<file path="config.mk">
export PLATFORM = sky130hd
export DESIGN_NAME = pcm_silence_trim_and_fade_out_core
export DESIGN_NICKNAME = d
export VERILOG_FILES = /design/src/hdl/pstf_pkg.sv /design/src/hdl/pstf_lane.sv /design/src/hdl/pcm_silence_trim_and_fade_out_core.sv
export SDC_FILE = /design/constraint.sdc
export NUM_CORES = 1
export LEC_CHECK = 0
export BUFFER_PORTS_ARGS = -buffer_cell sky130_fd_sc_hd__buf_2
export CAP_MARGIN = 20
export CORE_ASPECT_RATIO = 1.2
export CORE_MARGIN = 2
export CORE_UTILIZATION = 30
export CTS_CLUSTER_DIAMETER = 80
export DETAILED_ROUTE_END_ITERATION = 8
export PLACE_DENSITY = 0.55
export REMOVE_ABC_BUFFERS = 1
export SKIP_LAST_GASP = 1
export SYNTH_ARGS = -nofsm -noshare
export SYNTH_HDL_FRONTEND = slang
export SYNTH_SLANG_ARGS = --single-unit
</file>
<file path="constraint.sdc">
create_clock -name clk -period 8.4 [get_ports clk]
set_input_delay 0.42 -clock clk [delete_from_list [all_inputs] [get_ports clk]]
set_output_delay 0.42 -clock clk [all_outputs]
set_load 0.005 [all_outputs]
</file>
<file path="src/hdl/pstf_pkg.sv">
`default_nettype none

package pstf_pkg;

  // default sample width of one channel
  localparam int SAMPLE_BITS_DEF = 16;

  // widths of the configuration registers and of the frame counter
  localparam int FADE_W  = 31;
  localparam int LIMIT_W = 24;
  localparam int INDEX_W = 32;
  localparam int CFG_W   = 31;
  localparam int CFG_IDX_W = 2;

  // configuration register indexes
  localparam logic [CFG_IDX_W-1:0] REG_SONG_LENGTH   = 2'd0;
  localparam logic [CFG_IDX_W-1:0] REG_FADE_LENGTH   = 2'd1;
  localparam logic [CFG_IDX_W-1:0] REG_TRIM_LEADING  = 2'd2;
  localparam logic [CFG_IDX_W-1:0] REG_SILENCE_LIMIT = 2'd3;

  // command from the control FSM to a fade lane
  typedef struct packed {
    logic              start;
    logic [FADE_W-1:0] num;
    logic [FADE_W-1:0] den;
  } lane_cmd_t;

endpackage

`default_nettype wire

</file>
<file path="src/hdl/pstf_lane.sv">
`default_nettype none

// One channel of the fade: sample * num / den, truncated toward zero.
// Bit-serial shift-add multiply (one bit of num per cycle), then restoring
// division (one quotient bit per cycle) in the same accumulator.
module pstf_lane #(
  parameter int SB = pstf_pkg::SAMPLE_BITS_DEF
) (
  input  logic                clk,
  input  logic                rst,
  input  pstf_pkg::lane_cmd_t cmd,
  input  logic [SB-1:0]       sample,
  output logic [SB-1:0]       result,
  output logic                done
);

  localparam int NW    = pstf_pkg::FADE_W;
  localparam int PW    = SB + NW;
  localparam int STEPS = NW + SB;
  localparam int CNT_W = $clog2(STEPS);

  logic             busy;
  logic [CNT_W-1:0] cnt;
  logic [PW-1:0]    acc;
  logic [NW-1:0]    num_sh;
  logic [NW-1:0]    den;
  logic [SB-1:0]    mag;
  logic             neg;

  logic [PW-1:0]    mul_next;
  logic [NW:0]      trial;
  logic [NW:0]      diff;
  logic             ge;
  logic [NW-1:0]    new_rem;
  logic [PW-1:0]    div_next;
  logic             in_mul;
  logic [SB-1:0]    quot;

  // multiply step: shift and add magnitude on a set bit of num, MSB first
  assign mul_next = {acc[PW-2:0], 1'b0} + (num_sh[NW-1] ? PW'(mag) : '0);

  // divide step: remainder in the top, quotient bits enter at the bottom
  assign trial    = {acc[PW-1:SB], acc[SB-1]};
  assign diff     = trial - {1'b0, den};
  assign ge       = (trial >= {1'b0, den});
  assign new_rem  = ge ? diff[NW-1:0] : trial[NW-1:0];
  assign div_next = {new_rem, acc[SB-2:0], ge};

  assign in_mul = (cnt < CNT_W'(NW));
  assign quot   = div_next[SB-1:0];

  always_ff @(posedge clk) begin
    if (rst) begin
      busy <= 1'b0;
      done <= 1'b0;
      cnt  <= '0;
    end else begin
      done <= 1'b0;
      if (cmd.start) begin
        busy   <= 1'b1;
        cnt    <= '0;
        acc    <= '0;
        num_sh <= cmd.num;
        den    <= cmd.den;
        neg    <= sample[SB-1];
        mag    <= sample[SB-1] ? (~sample + SB'(1)) : sample;
      end else if (busy) begin
        if (in_mul) begin
          acc    <= mul_next;
          num_sh <= {num_sh[NW-2:0], 1'b0};
        end else begin
          acc <= div_next;
        end
        cnt <= cnt + CNT_W'(1);
        if (cnt == CNT_W'(STEPS - 1)) begin
          busy <= 1'b0;
          done <= 1'b1;
          // zero divisor gives zero
          if (den == '0) begin
            result <= '0;
          end else begin
            result <= neg ? (~quot + SB'(1)) : quot;
          end
        end
      end
    end
  end

endmodule

`default_nettype wire

</file>
<file path="src/hdl/pcm_silence_trim_and_fade_out_core.sv">
`default_nettype none

// Stereo PCM leading-silence trim and linear fade-out. One frame (left_in,
// right_in) is taken per word; each word gives zero or one result word.
// A dropped leading silent frame gives no word, but one that times out gives
// a zero word with silent_timeout set. A frame that needs no scaling goes to
// the pending register and then to the output register. A frame inside the
// fade is scaled by the two bit-serial lanes, which run a 31-step shift-add
// multiply and a SAMPLE_BITS-step restoring divide, and then takes the same
// path. The next word is taken once the result has left the pending register.
// One frame is in work at a time. The next is accepted while a result waits
// in the output register, and a stalled output holds the following result in
// the pending register. Configuration is written through cfg_we / cfg_index /
// cfg_data (0 song_length, 1 fade_length, 2 trim_leading, 3 silence_limit).
// The user must write it only while idle; the block itself does not enforce this.
module pcm_silence_trim_and_fade_out_core #(
  parameter int SAMPLE_BITS = pstf_pkg::SAMPLE_BITS_DEF
) (
  input  logic                                clk,
  input  logic                                rst,
  // configuration
  input  logic                                cfg_we,
  input  logic [pstf_pkg::CFG_IDX_W-1:0]      cfg_index,
  input  logic [pstf_pkg::CFG_W-1:0]          cfg_data,
  // input frames
  input  logic                                in_valid,
  output logic                                in_ready,
  input  logic signed [SAMPLE_BITS-1:0]       left_in,
  input  logic signed [SAMPLE_BITS-1:0]       right_in,
  // result frames
  output logic                                out_valid,
  input  logic                                out_ready,
  output logic signed [SAMPLE_BITS-1:0]       left_out,
  output logic signed [SAMPLE_BITS-1:0]       right_out,
  output logic                                last_frame,
  output logic                                silent_timeout
);

  localparam int FW = pstf_pkg::FADE_W;
  localparam int LW = pstf_pkg::LIMIT_W;
  localparam int IW = pstf_pkg::INDEX_W;

  typedef enum logic [2:0] {
    ST_IDLE = 3'b001,
    ST_CALC = 3'b010,
    ST_HOLD = 3'b100
  } state_t;

  state_t state;

  // configuration registers
  logic [FW-1:0] song_length;
  logic [FW-1:0] fade_length;
  logic          trim_leading;
  logic [LW-1:0] silence_limit;

  // stream state
  logic [IW-1:0] frame_index;
  logic [LW-1:0] silent_count;
  logic          in_leading_phase;
  logic          finished;

  // pending result
  logic [SAMPLE_BITS-1:0] pend_l;
  logic [SAMPLE_BITS-1:0] pend_r;
  logic                   pend_last;
  logic                   pend_to;

  // accept decision
  logic          accept;
  logic          silent;
  logic          drop_phase;
  logic [LW-1:0] count_next;
  logic          timeout;
  logic [IW-1:0] total;
  logic [IW-1:0] num_full;
  logic          at_end;
  logic          is_last;
  logic          need_fade;
  logic          out_free;

  pstf_pkg::lane_cmd_t    lane_cmd;
  logic [SAMPLE_BITS-1:0] lane_l;
  logic [SAMPLE_BITS-1:0] lane_r;
  logic                   done_l;
  logic                   done_r;

  assign in_ready = (state == ST_IDLE);
  assign accept   = in_valid && in_ready;
  assign out_free = !out_valid || out_ready;

  assign silent     = (left_in == '0) && (right_in == '0);
  assign drop_phase = in_leading_phase && trim_leading && silent;
  assign count_next = (silent_count == {LW{1'b1}}) ? silent_count
                                                   : silent_count + LW'(1);
  assign timeout    = (count_next >= silence_limit);

  assign total     = IW'(song_length) + IW'(fade_length);
  assign num_full  = total - frame_index;
  assign at_end    = (frame_index >= total);
  assign is_last   = (frame_index == total - IW'(1));
  assign need_fade = (frame_index > IW'(song_length));

  // lanes start on a frame inside the fade
  always_comb begin
    lane_cmd.start = accept && !finished && !drop_phase && !at_end && need_fade;
    lane_cmd.num   = num_full[FW-1:0];
    lane_cmd.den   = fade_length;
  end

  pstf_lane #(.SB(SAMPLE_BITS)) u_lane_l (
    .clk    (clk),
    .rst    (rst),
    .cmd    (lane_cmd),
    .sample (left_in),
    .result (lane_l),
    .done   (done_l)
  );

  pstf_lane #(.SB(SAMPLE_BITS)) u_lane_r (
    .clk    (clk),
    .rst    (rst),
    .cmd    (lane_cmd),
    .sample (right_in),
    .result (lane_r),
    .done   (done_r)
  );

  // configuration write decoder
  always_ff @(posedge clk) begin
    if (rst) begin
      song_length   <= '0;
      fade_length   <= '0;
      trim_leading  <= 1'b0;
      silence_limit <= LW'(1);
    end else if (cfg_we) begin
      unique case (cfg_index)
        pstf_pkg::REG_SONG_LENGTH:   song_length   <= cfg_data[FW-1:0];
        pstf_pkg::REG_FADE_LENGTH:   fade_length   <= cfg_data[FW-1:0];
        pstf_pkg::REG_TRIM_LEADING:  trim_leading  <= cfg_data[0];
        pstf_pkg::REG_SILENCE_LIMIT: silence_limit <= cfg_data[LW-1:0];
        default: ;
      endcase
    end
  end

  // control FSM and stream state
  always_ff @(posedge clk) begin
    if (rst) begin
      state            <= ST_IDLE;
      frame_index      <= '0;
      silent_count     <= '0;
      in_leading_phase <= 1'b1;
      finished         <= 1'b0;
    end else begin
      unique case (state)
        ST_IDLE: begin
          if (accept && !finished) begin
            if (drop_phase) begin
              // leading silent frame: count, maybe time out
              silent_count <= count_next;
              if (timeout) begin
                finished  <= 1'b1;
                pend_l    <= '0;
                pend_r    <= '0;
                pend_last <= 1'b0;
                pend_to   <= 1'b1;
                state     <= ST_HOLD;
              end
            end else begin
              in_leading_phase <= 1'b0;
              if (at_end) begin
                finished <= 1'b1;
              end else begin
                frame_index <= frame_index + IW'(1);
                pend_last   <= is_last;
                pend_to     <= 1'b0;
                if (is_last) begin
                  finished <= 1'b1;
                end
                if (need_fade) begin
                  state <= ST_CALC;
                end else begin
                  pend_l <= left_in;
                  pend_r <= right_in;
                  state  <= ST_HOLD;
                end
              end
            end
          end
        end
        ST_CALC: begin
          if (done_l && done_r) begin
            pend_l <= lane_l;
            pend_r <= lane_r;
            state  <= ST_HOLD;
          end
        end
        ST_HOLD: begin
          if (out_free) begin
            state <= ST_IDLE;
          end
        end
        default: state <= ST_IDLE;
      endcase
    end
  end

  // output register
  always_ff @(posedge clk) begin
    if (rst) begin
      out_valid <= 1'b0;
    end else if (state == ST_HOLD && out_free) begin
      out_valid      <= 1'b1;
      left_out       <= pend_l;
      right_out      <= pend_r;
      last_frame     <= pend_last;
      silent_timeout <= pend_to;
    end else if (out_ready) begin
      out_valid <= 1'b0;
    end
  end

endmodule

`default_nettype wire
</file>
# After elaboration in Yosys (flattened, before gate mapping)
# Cells that the tools add are included.
[op_classes]
add_sub_neg = 15
order_cmp = 7
n_eq_ne = 18
n_mux = 59
bitwise_logic = 10
reduce_logical = 48
[op_table]
columns = ["cell", "n"]
rows = [
  ["31-bit two-way mux", 8],
  ["16-bit two-way mux", 15],
  ["47-bit two-way mux", 4],
  ["47-bit adder", 2],
  ["31-bit subtractor", 3],
  ["16-bit by 1-bit adder with 16-bit output, second input constant", 4],
  ["32-bit by 31-bit >= comparator with 1-bit output", 2],
  ["16-bit inverter", 4],
  ["16-bit one-hot mux with 2 select lines", 2],
  ["31-bit by 31-bit adder with 32-bit output", 1],
  ["32-bit by 1-bit adder with 32-bit output, second input constant", 1],
  ["32-bit == test", 1],
  ["32-bit >= comparator", 1],
  ["32-bit by 31-bit > comparator with 1-bit output", 1],
  ["16-bit logical NOT", 2],
  ["32-bit by 1-bit subtractor with 32-bit output, second input constant", 1],
  ["31-bit logical NOT", 1],
  ["15-bit two-way mux", 2],
  ["24-bit by 1-bit adder with 24-bit output, second input constant", 1],
  ["24-bit == test, second input constant", 1],
  ["24-bit >= comparator", 1],
  ["24-bit two-way mux", 1],
  ["3-bit two-way mux", 7],
  ["1-bit two-way mux", 19],
  ["other kinds (27)", 72],
]
[word_totals]
register_bits = 486
in_bits = 70
wordCells = 194

# Logic depth before layout (Yosys ltp)
[logic_depth]
depth_word = 9
mapped_depth = 26
mapped_depth_nobuf = 23

# Modules after synthesis
# From an unflattened synthesis, not the netlist that was laid out.
[hier_totals]
hier_cells = 3873
area_unflattened_um2 = 35350.2
[by_module_without_submodules]
columns = ["mod", "n_inst", "cells_each", "area_per_inst_um2", "seq_area_each_um2"]
rows = [
  ["pcm_silence_trim_and_fade_out_core", 1, 1860, 15408.5, 5024.8],
  ["pstf_lane at u_lane_l", 1, 1020, 10028.4, 4424.2],
  ["pstf_lane at u_lane_r", 1, 993, 9913.3, 4424.2],
]

# Worst setup path after synthesis
# OpenSTA, ideal clock, no wires.
[synth_timing]
path_type = "register to register"
from = "reg song_length[7]"
to = "reg u_lane_r.num_sh[0], enable pin"
setup_time_ps = 430
arrival_ps = 6313
t_required_ps = 7970
setup_slack_ps = 1657
path_stages_with_launch = 26
path_buffers = 4
period_less_slack_ps = 6743
path_cell_list = "dfxtp_1 -> ha_1 -> buf_6 -> and3_1 -> buf_6 -> a221o_1 -> a22oi_1 -> nand2_2 -> a21oi_1 -> xor2_1 -> inv_1 -> ha_1 -> a21o_1 -> a21o_1 -> a21o_1 -> a21o_1 -> a21oi_1 -> nor2b_1 -> o21ai_0 -> nand3_1 -> nor3_1 -> and2_1 -> clkbuf_1 -> clkbuf_1 -> o21bai_1 -> a21oi_1"
[synth_via]
elab_chain_len = 7
[synth_rtl]
columns = ["element", "line", "rtl"]
rows = [
  ["start, declared", "pcm_silence_trim_and_fade_out_core.sv:52", "logic [FW-1:0] song_length;"],
  ["start signal, assigned", "pcm_silence_trim_and_fade_out_core.sv:138", "pstf_pkg::REG_SONG_LENGTH: song_length <= cfg_data[FW-1:0];"],
  ["31-bit by 31-bit adder with 32-bit output", "pcm_silence_trim_and_fade_out_core.sv:98", "assign total = IW'(song_length) + IW'(fade_length);"],
  ["32-bit >= comparator", "pcm_silence_trim_and_fade_out_core.sv:100", "assign at_end = (frame_index >= total);"],
  ["1-bit logical NOT", "pcm_silence_trim_and_fade_out_core.sv:106", "lane_cmd.start = accept && !finished && !drop_phase && !at_end && need_fade;"],
  ["1-bit logical AND", "pcm_silence_trim_and_fade_out_core.sv:106", ""],
  ["1-bit logical AND (*)", "pcm_silence_trim_and_fade_out_core.sv:106", ""],
  ["2-bit nonzero test (no line)", "-", ""],
  ["3-bit AND reduction (no line) (*)", "-", ""],
  ["end signal, assigned", "pstf_lane.sv:63", "num_sh <= cmd.num;"],
  ["end signal, assigned", "pstf_lane.sv:70", "num_sh <= {num_sh[NW-2:0], 1'b0};"],
  ["end, declared", "pstf_lane.sv:25", "logic [NW-1:0] num_sh;"],
]
# Every way passes the cells marked *; elsewhere a longest branch is shown, timed or not.
# A chain may end at the register's enable or synchronous reset.

# Final worst setup path
[layout_timing]
from = "reg song_length[0]"
to = "reg u_lane_r.mag[0], enable pin"
[layout_via]
elab_chain_len = 6
[layout_rtl]
columns = ["element", "line", "rtl"]
rows = [
  ["31-bit by 31-bit adder with 32-bit output", "pcm_silence_trim_and_fade_out_core.sv:98", ""],
  ["32-bit >= comparator", "pcm_silence_trim_and_fade_out_core.sv:100", ""],
  ["1-bit logical NOT", "pcm_silence_trim_and_fade_out_core.sv:106", ""],
  ["1-bit logical AND", "pcm_silence_trim_and_fade_out_core.sv:106", ""],
  ["1-bit logical AND (*)", "pcm_silence_trim_and_fade_out_core.sv:106", ""],
  ["2-bit AND reduction (no line) (*)", "-", ""],
  ["end signal, assigned", "pstf_lane.sv:66", "mag <= sample[SB-1] ? (~sample + SB'(1)) : sample;"],
  ["end, declared", "pstf_lane.sv:27", "logic [SB-1:0] mag;"],
]
# Marks and branches as above.

==> results.yml <==
clock_tree:
  hold_buffers: 1
  clk_latency_ns: 0.65
  cts_root_buffer: "clkbuf_16"
  cts_max_level: 2
  ctsResizeCount: 0
  clock_sinks: 486
  clkTransAtPathRegs_ns: 0.06
  cts_buffers: 58
  cts_setup_buffers: 0
  cts_tree: "built"
  cts_max_path_buffers: 3
global_routing:
  overflow: 0
  grt_pass1_vias: 26600
  grt_pass1_wl_um: 150000
  antenna_found_initial: 2
  track_usage_pct: 16.7
  grt_max_degree: 92
drt:
  wl_met1_um: 41900
  vias: 27400
  wl_per_cell_um: 18.3
  wl_met3_um: 4240
  top_layer: "met5"
  met2WireLength_um: 47000
  ant_nets: 0
  firstDrtPassIters: 6
  drtIter0Drc: 1807
  drcViolationCount: 0
  routed_wl_um: 96500
  routed_via_density: 5.20
cells_and_area:
  area_growth_pct: 12.5
  fillers: 11400
  layout_commonest_cell: "nand2_1"
  diodes: 0
  drive_gt1_share_pct: 8.61
  final_nets: 4123
  final_cell_mix: "547 x nand2_1, 333 x a21oi_1, 321 x edfxtp_1"
power_and_ir_drop:
  internal-power_mw: 5.08
  clockPowerShare_pct: 37.9
  p_per_area_nw_per_um2: 196
  seqPwrFrac_pct: 40.6
  p_sw_share_pct: 29.8
  ir_drop_mv: 0.160
  switchingPower_mw: 2.16
  p_leak_nw: 14.3
  p_comb_share_pct: 21.5
die:
  ios: 106
  start_util_pct: 30.1
  rows: 133
  die_h_um: 367
  core_um2: 109000
  die_area_um2: 112000
  fp.dieW_um: 306
run:
  drv_cap: 0
sta:
  fmax_ghz: 0.145
  skew_ns: 0.0523
  finalSetupTns_ns: 0
  rsz0062_at_grt: "no"
  slew_headroom_pct: 27.9
  finalSetupViolations: 0
  hold_ws_ns: 0.0593
  tightest_slew_ns: 1.07
  fin_crit_ns: 6.90
  slew_violations: 0
  timing.final.hold_violations: 0
  fin_crit_sh_pct: 82.1
synthesis:
  synthFlopType: "edfxtp_1"
  ys_warn_count: 0
  seq_area_frac_synth_pct: 39.3
  syn_area_um2: 32900
  ys_ff_latch: 486
  synth_cells: 3738
  synth_top_cell_by_area: "edfxtp_1"
  yosysTopAreaCellShare_pct: 29.3
  syn_avg_cell_area_um2: 8.80
  synth_area_leaders: "edfxtp_1 29%, dfxtp_1 10%, ha_1 9.5%"
  synth_edf_count: 321
  ys_types: 105
  async_flop_share_pct: 0
placed_design:
  globalplace.congestion: 0.894
  port_buffers: 105
  dp_hpwl_um: 72000
worst_setup_path:
  rrSetupSlack_ns: 1.50
  startpoint_type: "flop"
  arrival_ns: 7.20
  required_ns: 8.71
  critical_path.endpoint_type: "flop"
  crit_fanout: 36
  path_class: "flop to flop"
outcome:
  outcome: "completed"
min_path:
  hold_class: "input port to flop"
-- cell families (layout without fill, tap and decap cells) --
kind of cell	after synthesis	after routing	synth area share, %
muxes	41	41	1.39
buffers and inverters	367	475	4.57
adders and majority gates	257	257	9.91
xor gates and xnor gates	266	266	7.15
AOI/OAI and AO/OA	905	905	17.4
and+or+nand+nor	1416	1416	20.3
DFF	486	486	39.3
-- path summary, 6_finish.rpt --
kind / depth (start not counted) / from / to
max: 24 / song_length[0]$_SDFFE_PP0P_ / u_lane_r.mag[0]$_DFFE_PP_
min: 1 / right_in[0] / u_lane_r.mag[0]$_DFFE_PP_
max reg2reg: 24 / song_length[0]$_SDFFE_PP0P_ / u_lane_r.mag[0]$_DFFE_PP_
min reg2reg: 0 / pend_l[8]$_DFFE_PP_ / left_out[8]$_DFFE_PP_
-- synthesized netlist by cell type (38+ instances only) --
master	count
and2_1	48
ha_1	251
xor2_1	96
nand4_1	59
nand3_1	85
a21oi_1	335
nor3_1	90
inv_1	223
or3_1	46
a21o_1	88
nand2_1	548
nand2b_1	38
clkbuf_1	105
edfxtp_1	321
o21ai_0	162
xnor2_1	168
dfxtp_1	165
nor2_1	312
a31oi_1	44
and3_1	44
-- power groups by stage --
stage                     Clock [mW]  Combinational, mW  Sequential (mW)
final                           2.74               1.55             2.94
after CTS                       2.81               1.56             2.94
after global placement             0               1.53             2.99
after detailed placement           0               1.54             2.99
after floorplan                    0               1.13             2.95
after global routing            2.90               1.75             2.96
-- metrics by stage --
step / power (mW) / utilization [%] / instances / cell area, um^2 / setup WS [ns]
detailed placement: 4.53 / 31.9 / 5148 / 34800 / 1.59
global placement: 4.52 / 31.9 / 5148 / 34800 / 1.70
global route: 7.61 / 33.9 / 5263 / 37000 / 0.964
CTS: 7.31 / 33.8 / 5259 / 36900 / 1.54
floorplan: 4.07 / - / 3598 / 32300 / -0.558
finish: 7.24 / 33.9 / 5263 / 37000 / 1.50
-- flip-flops by register name, summed over array words and instances (netlist names), 24 cells and up --
register and flops:
u_lane_l.acc 47, u_lane_r.acc 47, frame_index 32, fade_length 31, song_length 31, u_lane_l.den 31, u_lane_l.num_sh 31, u_lane_r.num_sh 31
silence_limit 24, silent_count 24
-- layout make-up --
type	count	area, um^2	area share [%]
Multi-Input combinational cell	2885	18500	50.1
Sequential cell	486	12900	35.0
Tap cell	1417	1770	4.79
Clock buffer	70	1520	4.10
Inverter	227	855	2.31
Timing Repair Buffer	138	848	2.29
Clock inverter	40	551	1.49
-- routing by layer --
layer | vias to the layer above | track usage [%]
met3 | 186 | 1.97
li1 | 13500 | -
met2 | 627 | 29.5
met4 | 2 | 5.58
met5 | - | 0
met1 | 13000 | 21.0
-- critical path: stages (launching register included) --
cell      delay (ns)
dfxtp_1         0.36
ha_1            0.20
inv_1           0.07
fa_1            0.42
nand2b_1        0.21
a211oi_1        0.56
o311ai_0        0.31
o211ai_1        0.30
o21a_1          0.21
o211a_1         0.23
inv_1           0.10
ha_1            0.39
a21o_1          0.19
a21o_1          0.17
a21o_1          0.17
a21oi_1         0.15
nor2b_1         0.06
o21ai_0         0.16
nand3_1         0.14
nor3_2          0.16
buf_4           0.27
and2_4          0.44
nand2b_1        0.29
inv_2           0.64
buf_12          0.32
No activity file was read; power rests on OpenSTA's default activity.
